## src/hw/rtl/sha1_pkg.sv

```systemverilog
`default_nettype none
package sha1_pkg;
	localparam logic [31:0] H0 = 32'h67452301;
	localparam logic [31:0] H1 = 32'hEFCDAB89;
	localparam logic [31:0] H2 = 32'h98BADCFE;
	localparam logic [31:0] H3 = 32'h10325476;
	localparam logic [31:0] H4 = 32'hC3D2E1F0;
	localparam logic [31:0] K0 = 32'h5A827999;
	localparam logic [31:0] K1 = 32'h6ED9EBA1;
	localparam logic [31:0] K2 = 32'h8F1BBCDC;
	localparam logic [31:0] K3 = 32'hCA62C1D6;
	localparam logic [7:0] PAD_BYTE = 8'h80;
	localparam int WORD_W = 32;
	localparam int SCHED_DEPTH = 16;
	localparam int SCHED_AW = 4;

	function automatic logic [31:0] rotl(input logic [31:0] x, input logic [4:0] n);
		logic [63:0] d;
		d = {x, x} << n;
		return d[63:32];
	endfunction
endpackage
`default_nettype wire

```

## src/hw/rtl/sha1_stream_hasher_unit.sv

```systemverilog
`default_nettype none
// SHA-1 hasher over a byte stream. Each input beat carries tdata (message
// byte), tuser (byte valid) and tlast (end of message). Bytes are packed into
// 32-bit words and written to a 16-word schedule memory; byte beats are taken
// back to back while the unit is idle. Once the 64th byte of a block is taken,
// the input stalls through a setup step, 80 rounds at one round per cycle and
// a state update; no byte is taken while the round loop runs. The schedule
// word W[t] comes from memory for t < 16 and from a 16-word shift line of
// recent schedule words afterward. On end of message the pad block is filled
// one word slot per cycle (slots that already hold message bytes are left as
// they are), and then compressed. When the length does not fit behind the pad
// byte, a second pad block follows and is filled and compressed the same way.
// The five digest words then leave as output beats, word A first, tlast on the
// fifth. Input is stalled while a block or the digest is in progress.
module sha1_stream_hasher_unit
	import sha1_pkg::*;
(
	input  wire logic        clk,
	input  wire logic        arst_n,
	input  wire logic        s_tvalid,
	output logic             s_tready,
	input  wire logic [7:0]  s_tdata,   // data_byte[7:0]
	input  wire logic        s_tuser,   // byte_valid
	input  wire logic        s_tlast,   // last
	output logic             m_tvalid,
	input  wire logic        m_tready,
	output logic      [39:0] m_tdata,   // word_index[2:0], digest_word[34:3], zero fill
	output logic             m_tlast    // last_word
);
	typedef enum logic [2:0] {ST_IDLE, ST_PAD, ST_PRE, ST_ROUND, ST_FIN, ST_OUT}
		state_t;

	state_t      state_q;
	logic [31:0] h_q [5];
	logic [31:0] a_q, b_q, c_q, d_q, e_q;
	logic [63:0] cnt_q;
	logic [31:0] acc_q;
	logic [6:0]  rnd_q;
	logic        two_q;       // a further pad block follows
	logic        final_q;     // current block ends the message
	logic [3:0]  pw_q;        // pad word index
	logic [2:0]  oi_q;
	logic [31:0] tap_q [16];  // last 16 schedule words
	// Tail already placed once the overflow block is written.
	logic        tail_done_q;

	logic                we;
	logic [SCHED_AW-1:0] waddr, raddr;
	logic [31:0]         wdata, rdata;

	sha1_ram #(.WIDTH(WORD_W), .DEPTH(SCHED_DEPTH)) u_sched (
		.clk(clk), .we(we), .waddr(waddr), .wdata(wdata), .raddr(raddr), .rdata(rdata)
	);

	logic [5:0]  pos;
	logic [31:0] wnew, wt, f, k, t;
	assign pos = cnt_q[8:3];
	assign wnew = rotl(tap_q[13] ^ tap_q[8] ^ tap_q[2] ^ tap_q[0], 5'd1);
	assign wt = (rnd_q < 7'd16) ? rdata : wnew;

	always_comb begin
		if (rnd_q < 7'd20) begin
			f = (b_q & c_q) | (~b_q & d_q); k = K0;
		end else if (rnd_q < 7'd40) begin
			f = b_q ^ c_q ^ d_q; k = K1;
		end else if (rnd_q < 7'd60) begin
			f = (b_q & c_q) | (b_q & d_q) | (c_q & d_q); k = K2;
		end else begin
			f = b_q ^ c_q ^ d_q; k = K3;
		end
	end
	assign t = rotl(a_q, 5'd5) + f + e_q + wt + k;

	// The byte being merged into the current word.
	logic [31:0] acc_n;
	always_comb begin
		acc_n = acc_q;
		unique case (pos[1:0])
			2'd0: acc_n = {s_tdata, 24'd0};
			2'd1: acc_n[23:16] = s_tdata;
			2'd2: acc_n[15:8] = s_tdata;
			2'd3: acc_n[7:0] = s_tdata;
			default: acc_n = acc_q;
		endcase
	end

	// Pad words: tail word with 0x80, zeros, then the length.
	logic [31:0] pad_w, tail_w;
	always_comb begin
		tail_w = acc_q;
		unique case (pos[1:0])
			2'd0: tail_w = {PAD_BYTE, 24'd0};
			2'd1: tail_w = {acc_q[31:24], PAD_BYTE, 16'd0};
			2'd2: tail_w = {acc_q[31:16], PAD_BYTE, 8'd0};
			2'd3: tail_w = {acc_q[31:8], PAD_BYTE};
			default: tail_w = acc_q;
		endcase
	end
	always_comb begin
		if (!two_q && pw_q == 4'd14) pad_w = cnt_q[63:32];
		else if (!two_q && pw_q == 4'd15) pad_w = cnt_q[31:0];
		else if (!tail_done_q && pw_q == pos[5:2]) pad_w = tail_w;
		else pad_w = 32'd0;
	end

	assign s_tready = (state_q == ST_IDLE);
	logic take;
	assign take = s_tvalid && s_tready;

	always_comb begin
		we = 1'b0; waddr = pos[5:2]; wdata = acc_n;
		raddr = rnd_q[3:0];
		if (state_q == ST_IDLE) begin
			we = take && s_tuser && pos[1:0] == 2'd3;
		end else if (state_q == ST_PAD) begin
			// Words ahead of the tail word still hold message bytes.
			we = tail_done_q || (pw_q >= pos[5:2]);
			waddr = pw_q; wdata = pad_w;
		end
		if (state_q == ST_PRE) raddr = 4'd0;
		else if (state_q == ST_ROUND) raddr = rnd_q[3:0] + 4'd1;
	end

	always_ff @(posedge clk or negedge arst_n) begin
		if (!arst_n) begin
			state_q <= ST_IDLE;
			h_q[0] <= H0; h_q[1] <= H1; h_q[2] <= H2; h_q[3] <= H3; h_q[4] <= H4;
			a_q <= '0; b_q <= '0; c_q <= '0; d_q <= '0; e_q <= '0;
			for (int i = 0; i < 16; i++) tap_q[i] <= '0;
			cnt_q <= '0; acc_q <= '0; rnd_q <= '0; two_q <= 1'b0; final_q <= 1'b0;
			pw_q <= '0; oi_q <= '0; m_tvalid <= 1'b0; tail_done_q <= 1'b0;
		end else begin
			unique case (state_q)
				ST_IDLE: if (take) begin
					if (s_tuser) begin
						acc_q <= acc_n;
						cnt_q <= cnt_q + 64'd8;
					end
					if (s_tuser && pos == 6'd63) begin
						// block full; a pending end mark pads after it
						two_q <= s_tlast;
						state_q <= ST_PRE;
						pw_q <= 4'd0;
					end else if (s_tlast) begin
						pw_q <= 4'd0;
						state_q <= ST_PAD;
						// with the byte merged, tail position uses pos+1
						two_q <= ((s_tuser ? pos + 6'd1 : pos) > 6'd55);
					end
				end
				ST_PAD: begin
					pw_q <= pw_q + 4'd1;
					if (pw_q == 4'd15) begin
						state_q <= ST_PRE;
						// A pad block that carries the length is the final one.
						if (two_q) begin
							two_q <= 1'b0;
							tail_done_q <= 1'b1;
						end else begin
							final_q <= 1'b1;
						end
					end
				end
				ST_PRE: begin
					a_q <= h_q[0]; b_q <= h_q[1]; c_q <= h_q[2];
					d_q <= h_q[3]; e_q <= h_q[4];
					rnd_q <= '0;
					state_q <= ST_ROUND;
				end
				ST_ROUND: begin
					for (int i = 0; i < 15; i++) tap_q[i] <= tap_q[i+1];
					tap_q[15] <= wt;
					e_q <= d_q; d_q <= c_q; c_q <= rotl(b_q, 5'd30);
					b_q <= a_q; a_q <= t;
					rnd_q <= rnd_q + 7'd1;
					if (rnd_q == 7'd79) state_q <= ST_FIN;
				end
				ST_FIN: begin
					h_q[0] <= h_q[0] + a_q; h_q[1] <= h_q[1] + b_q;
					h_q[2] <= h_q[2] + c_q; h_q[3] <= h_q[3] + d_q;
					h_q[4] <= h_q[4] + e_q;
					pw_q <= 4'd0;
					if (final_q) begin
						state_q <= ST_OUT; oi_q <= '0; m_tvalid <= 1'b1;
					end else if (two_q || tail_done_q) begin
						// padding still owed: tail block or length block
						two_q <= 1'b0;
						state_q <= ST_PAD;
					end else begin
						state_q <= ST_IDLE;
					end
				end
				ST_OUT: if (m_tready) begin
					oi_q <= oi_q + 3'd1;
					if (oi_q == 3'd4) begin
						m_tvalid <= 1'b0;
						state_q <= ST_IDLE;
						cnt_q <= '0;
						final_q <= 1'b0;
						tail_done_q <= 1'b0;
						h_q[0] <= H0; h_q[1] <= H1; h_q[2] <= H2;
						h_q[3] <= H3; h_q[4] <= H4;
					end
				end
				default: state_q <= ST_IDLE;
			endcase
		end
	end

	logic [31:0] dsel;
	always_comb begin
		unique case (oi_q)
			3'd0: dsel = h_q[0];
			3'd1: dsel = h_q[1];
			3'd2: dsel = h_q[2];
			3'd3: dsel = h_q[3];
			default: dsel = h_q[4];
		endcase
	end
	assign m_tdata = {5'd0, dsel, oi_q};
	assign m_tlast = (oi_q == 3'd4);
endmodule
`default_nettype wire

```

## src/hw/rtl/sha1_ram.sv

```systemverilog
`default_nettype none
module sha1_ram #(
	parameter int WIDTH = 32,
	parameter int DEPTH = 16
) (
	input  wire logic                     clk,
	input  wire logic                     we,
	input  wire logic [$clog2(DEPTH)-1:0] waddr,
	input  wire logic [WIDTH-1:0]         wdata,
	input  wire logic [$clog2(DEPTH)-1:0] raddr,
	output logic      [WIDTH-1:0]         rdata
);
	logic [WIDTH-1:0] mem_q [DEPTH];

	always_ff @(posedge clk) begin
		if (we) begin
			mem_q[waddr] <= wdata;
		end
		rdata <= mem_q[raddr];
	end
endmodule
`default_nettype wire

```

## config.mk

```make
export PLATFORM = sky130hd
export DESIGN_NAME = sha1_stream_hasher_unit
export DESIGN_NICKNAME = d
export VERILOG_FILES = /design/src/hw/rtl/sha1_pkg.sv /design/src/hw/rtl/sha1_stream_hasher_unit.sv /design/src/hw/rtl/sha1_ram.sv
export SDC_FILE = /design/constraint.sdc
export NUM_CORES = 2
export LEC_CHECK = 0
export BUFFER_PORTS_ARGS = -buffer_cell sky130_fd_sc_hd__buf_2
export CAP_MARGIN = 20
export CORE_MARGIN = 2
export CORE_UTILIZATION = 50
export CTS_BUF_LIST = sky130_fd_sc_hd__clkbuf_8
export DETAILED_ROUTE_END_ITERATION = 8
export PLACE_DENSITY = 0.68
export SYNTH_ARGS = -nofsm -noshare
export SYNTH_HDL_FRONTEND = slang
export SYNTH_SLANG_ARGS = --single-unit
```

## constraint.sdc

```tcl
create_clock -name clk -period 5.9 [get_ports clk]
set_clock_uncertainty 0.1 [all_clocks]
set_input_delay 0.295 -clock clk [delete_from_list [all_inputs] [get_ports clk]]
set_output_delay 0.295 -clock clk [all_outputs]
set_load 0.02 [all_outputs]
```

==> metrics.txt <==
power share of the sequential group 54.8%; cell count of the worst reg-to-reg path 23; number of global-route vias before repair 51400; worst slew margin relative to its limit 15.3%; starting utilization of the core area 50.4%; TritonCTS clock tree yes; static leakage power 35.3 nW; run status finished clean; slew at the pin closest to its max-slew limit 1.27 ns; register area share after synthesis 54.2%; share of flip-flops with an asynchronous set or reset after synthesis 63.5%; total number of clock tree sinks 1490; final count of hold timing violations 0; die height 387 um; total power after layout 19.5 mW; net switching component of the power 4.40 mW; post-synthesis cell count 6964; area growth from synthesis to final layout 10.7%; latest clock arrival within the worst-skew pair 0.99 ns; type of element launching the critical path flop; number of cells on the critical path 23; Bufs on Longest Clock Path 3; number of remaining DRC errors 0; total power per unit cell area 239 nW/um2; number of register bits inferred by synthesis 1490; fraction of layout instances using a drive strength above 1 11.3%; cell types with the highest counts after synthesis 1906 x sky130_fd_sc_hd__nand2_1, 866 x sky130_fd_sc_hd__dfrtp_1, 512 x sky130_fd_sc_hd__edfxtp_1, 414 x sky130_fd_sc_hd__o21ai_0, 312 x sky130_fd_sc_hd__clkbuf_1; setup slack of the most critical reg-to-reg path 0.33 ns; residual overflow from global routing 0; dominant synthesized flop cell sky130_fd_sc_hd__dfrtp_1; stage delay of the slowest cell on the critical path 0.56 ns; DRC violation total after the first TritonRoute iteration 4972; Critical-path top delay cell sky130_fd_sc_hd__fa_1; nature of the critical path endpoint flop; routability congestion estimate from global placement 0.949; DR vias/cell 5.75; WL final 198000 um; timing startpoint of the critical path rnd_q[5]$_DFFE_PN0P_; clock root buffer master sky130_fd_sc_hd__clkbuf_8; Net count, final 7416; total internal power 15.1 mW; Gate power share 1.0%; peak supply drop 0.217 mV; standard-cell rows 140; total via count after detailed routing 52800; number of buffers created by CTS 233; mean instance size in the synthesized netlist 10.5 um2; First-pass DRT Iterations 6; total of buffers placed on input and output ports 51; Routed Antenna Nets 0; summed negative setup slack over all endpoints 0 ns; post-synthesis cell type count 81; detailed-route wire length per cell 21.5 um; Clock H-tree levels 4; final critical path time including I/O delays and setup 5.57 ns; ranking of synthesized cells by area sky130_fd_sc_hd__dfrtp_1 30%, sky130_fd_sc_hd__edfxtp_1 21%, sky130_fd_sc_hd__nand2_1 9.7%; Sw Share 22.6%; number of top-level pins 57; total buffers and inverters traversed by the critical path 5; global routing usage summed across all routing layers 26.3%; first-pass GRT wire length 306000 um; capture point of the worst reg-to-reg path a_q[27]$_DFFE_PN0P_; Max Fanout on Critical Path 20; cell area after synthesis 73500 um2; maximum number of pins on one net before global-route repair 262; Util after Layout 55.8%; Core Footprint 146000 um2; Yosys top cell by area sky130_fd_sc_hd__dfrtp_1; clock input transition at the sequential cells of the worst setup and hold paths 0.07 ns; Clk pwr share 44.2%; Slew Limit Fails 0; number of antenna violations at the first check in global routing 8; fmax 0.180 GHz; end point of the critical path a_q[27]$_DFFE_PN0P_; path type of the worst setup path flop to flop; Yosys top cell area share 29.5%; dominant cell by count in the synthesized netlist sky130_fd_sc_hd__nand2_1; cell-by-cell listing of the critical path buf_4 -> a41oi_2 -> nand2_1 -> inv_2 -> nor2_2 -> buf_6 -> a221o_1 -> fa_1 -> inv_1 -> fa_1 -> inv_1 -> ha_1 -> nor2b_1 -> o21a_1 -> o21ai_1 -> a21oi_2 -> a21oi_1 -> or3_1 -> a21boi_2 -> o21ai_0 -> and3_1 -> o311ai_1 -> o21a_1; startpoint of the worst register-to-register path rnd_q[5]$_DFFE_PN0P_; kind of cell adding the most delay to the critical path compound AO/OA/AOI/OAI gates; arrival time of the worst setup path 6.32 ns; number of synthesis warnings 0; Die Wd 387 um; class of the tightest hold or removal check input pin to flop; Period Utilization, post-route 94.4%; number of setup violations in the final report 0; required time of the critical path 6.65 ns; sum of net half-perimeters after detailed placement 132000 um; Max Cap Violations 0; EDFF count, synth 512; full die area 150000 um2
-- worst min path at each step --
stage	from	to	slack, ns	cells past startpoint
2_1_floorplan	arst_n	a_q[0]$_DFFE_PN0P_	-0.10	0
6_report	s_tdata[5]	acc_q[29]$_DFFE_PN0P_	0.13	3
3_5_place_dp	arst_n	tap_q[185]$_DFFE_PN0P_	0.26	1
5_1_grt	s_tdata[5]	acc_q[29]$_DFFE_PN0P_	0.08	3
3_3_place_gp	arst_n	tap_q[185]$_DFFE_PN0P_	0.25	1
4_1_cts	s_tdata[5]	acc_q[29]$_DFFE_PN0P_	0.007	3
-- cell families after synthesis --
kind of cell             share of synthesized area (%)
AO/OA/AOI/OAI                                     10.8
XOR/XNOR                                          3.62
adder cells (fa/ha/maj)                           7.00
buffers and inverters                             3.13
flip-flops                                        54.2
multiplexers                                      6.62
other                                          0.00511
AND/OR/NAND/NOR                                   14.7
-- per-stage QoR --
stage | hold slack (ns) | setup slack [ns] | cell area, um2 | cells
final | 0.127 | 0.333 | 81300 | 9178
after global routing | 0.0786 | -0.00334 | 81300 | 9176
after CTS | 0.00682 | 0.0220 | 81200 | 9166
after detailed placement | 0.259 | 0.0888 | 76300 | 8721
after global placement | 0.253 | 0.138 | 76300 | 8719
after floorplan | -0.101 | 0.000518 | 73500 | 6968
-- sequential cells by signal, summed over array words and instances (netlist names), 3 cells and up --
name,cells
h_q,160
c_q,32
u_sched.rdata,32
acc_q,32
state_q,3
oi_q,3
u_sched.mem_q,512
rnd_q,7
tap_q,512
d_q,32
b_q,32
a_q,32
pw_q,4
e_q,32
cnt_q,61
-- what timing repair did --
action	in CTS	in global routing
hold endpoints to repair	947	0
setup endpoints to repair	0	9
hold buffers	18	0
resized for setup	0	16
setup buffers	0	1
-- routing by layer --
layer | track usage [%] | part of all wire, %
met1 | 36.2 | 43
met5 | 0 | 0.0035
met2 | 41.7 | 47
met4 | 11.1 | 3.9
met3 | 3.94 | 6.4
-- worst min-delay path: cells and delay by family --
kind,cells,cell delay [ns]
muxes,1,0.17
buffers and inverters,2,0.70
-- power by group through the flow --
stage	clock [mW]	combinational (mW)	sequential (mW)
floorplan	0	0.0161	10.9
global placement	0	0.185	10.9
detailed placement	0	0.187	10.9
CTS	8.79	0.199	10.7
global route	9.23	0.223	10.7
finish	8.61	0.194	10.7
-- final cells by class --
cell class	count	area (um2)
timing repair buffer	226	1910
tap	1917	2400
inverter	240	908
multi-input combinational	4875	31700
clock inverter	157	903
antenna	3	7.51
sequential	1490	39800
clock buffer	270	3720
fill	12500	64400
-- layout by cell type, fill, tap and decap left out, types with 183 or more instances in the layout --
cell	synthesis	routed
sky130_fd_sc_hd__mux2i_1	183	183
sky130_fd_sc_hd__dfrtp_1	866	865
sky130_fd_sc_hd__edfxtp_1	512	512
sky130_fd_sc_hd__nand2_1	1906	1901
sky130_fd_sc_hd__ha_1	211	211
sky130_fd_sc_hd__a21oi_1	292	289
sky130_fd_sc_hd__o21ai_0	414	412
sky130_fd_sc_hd__nor2_1	295	275
sky130_fd_sc_hd__clkbuf_8	0	272
sky130_fd_sc_hd__xnor2_1	188	188
sky130_fd_sc_hd__inv_1	238	330
Note: power is estimated with default switching activity, not from simulation.
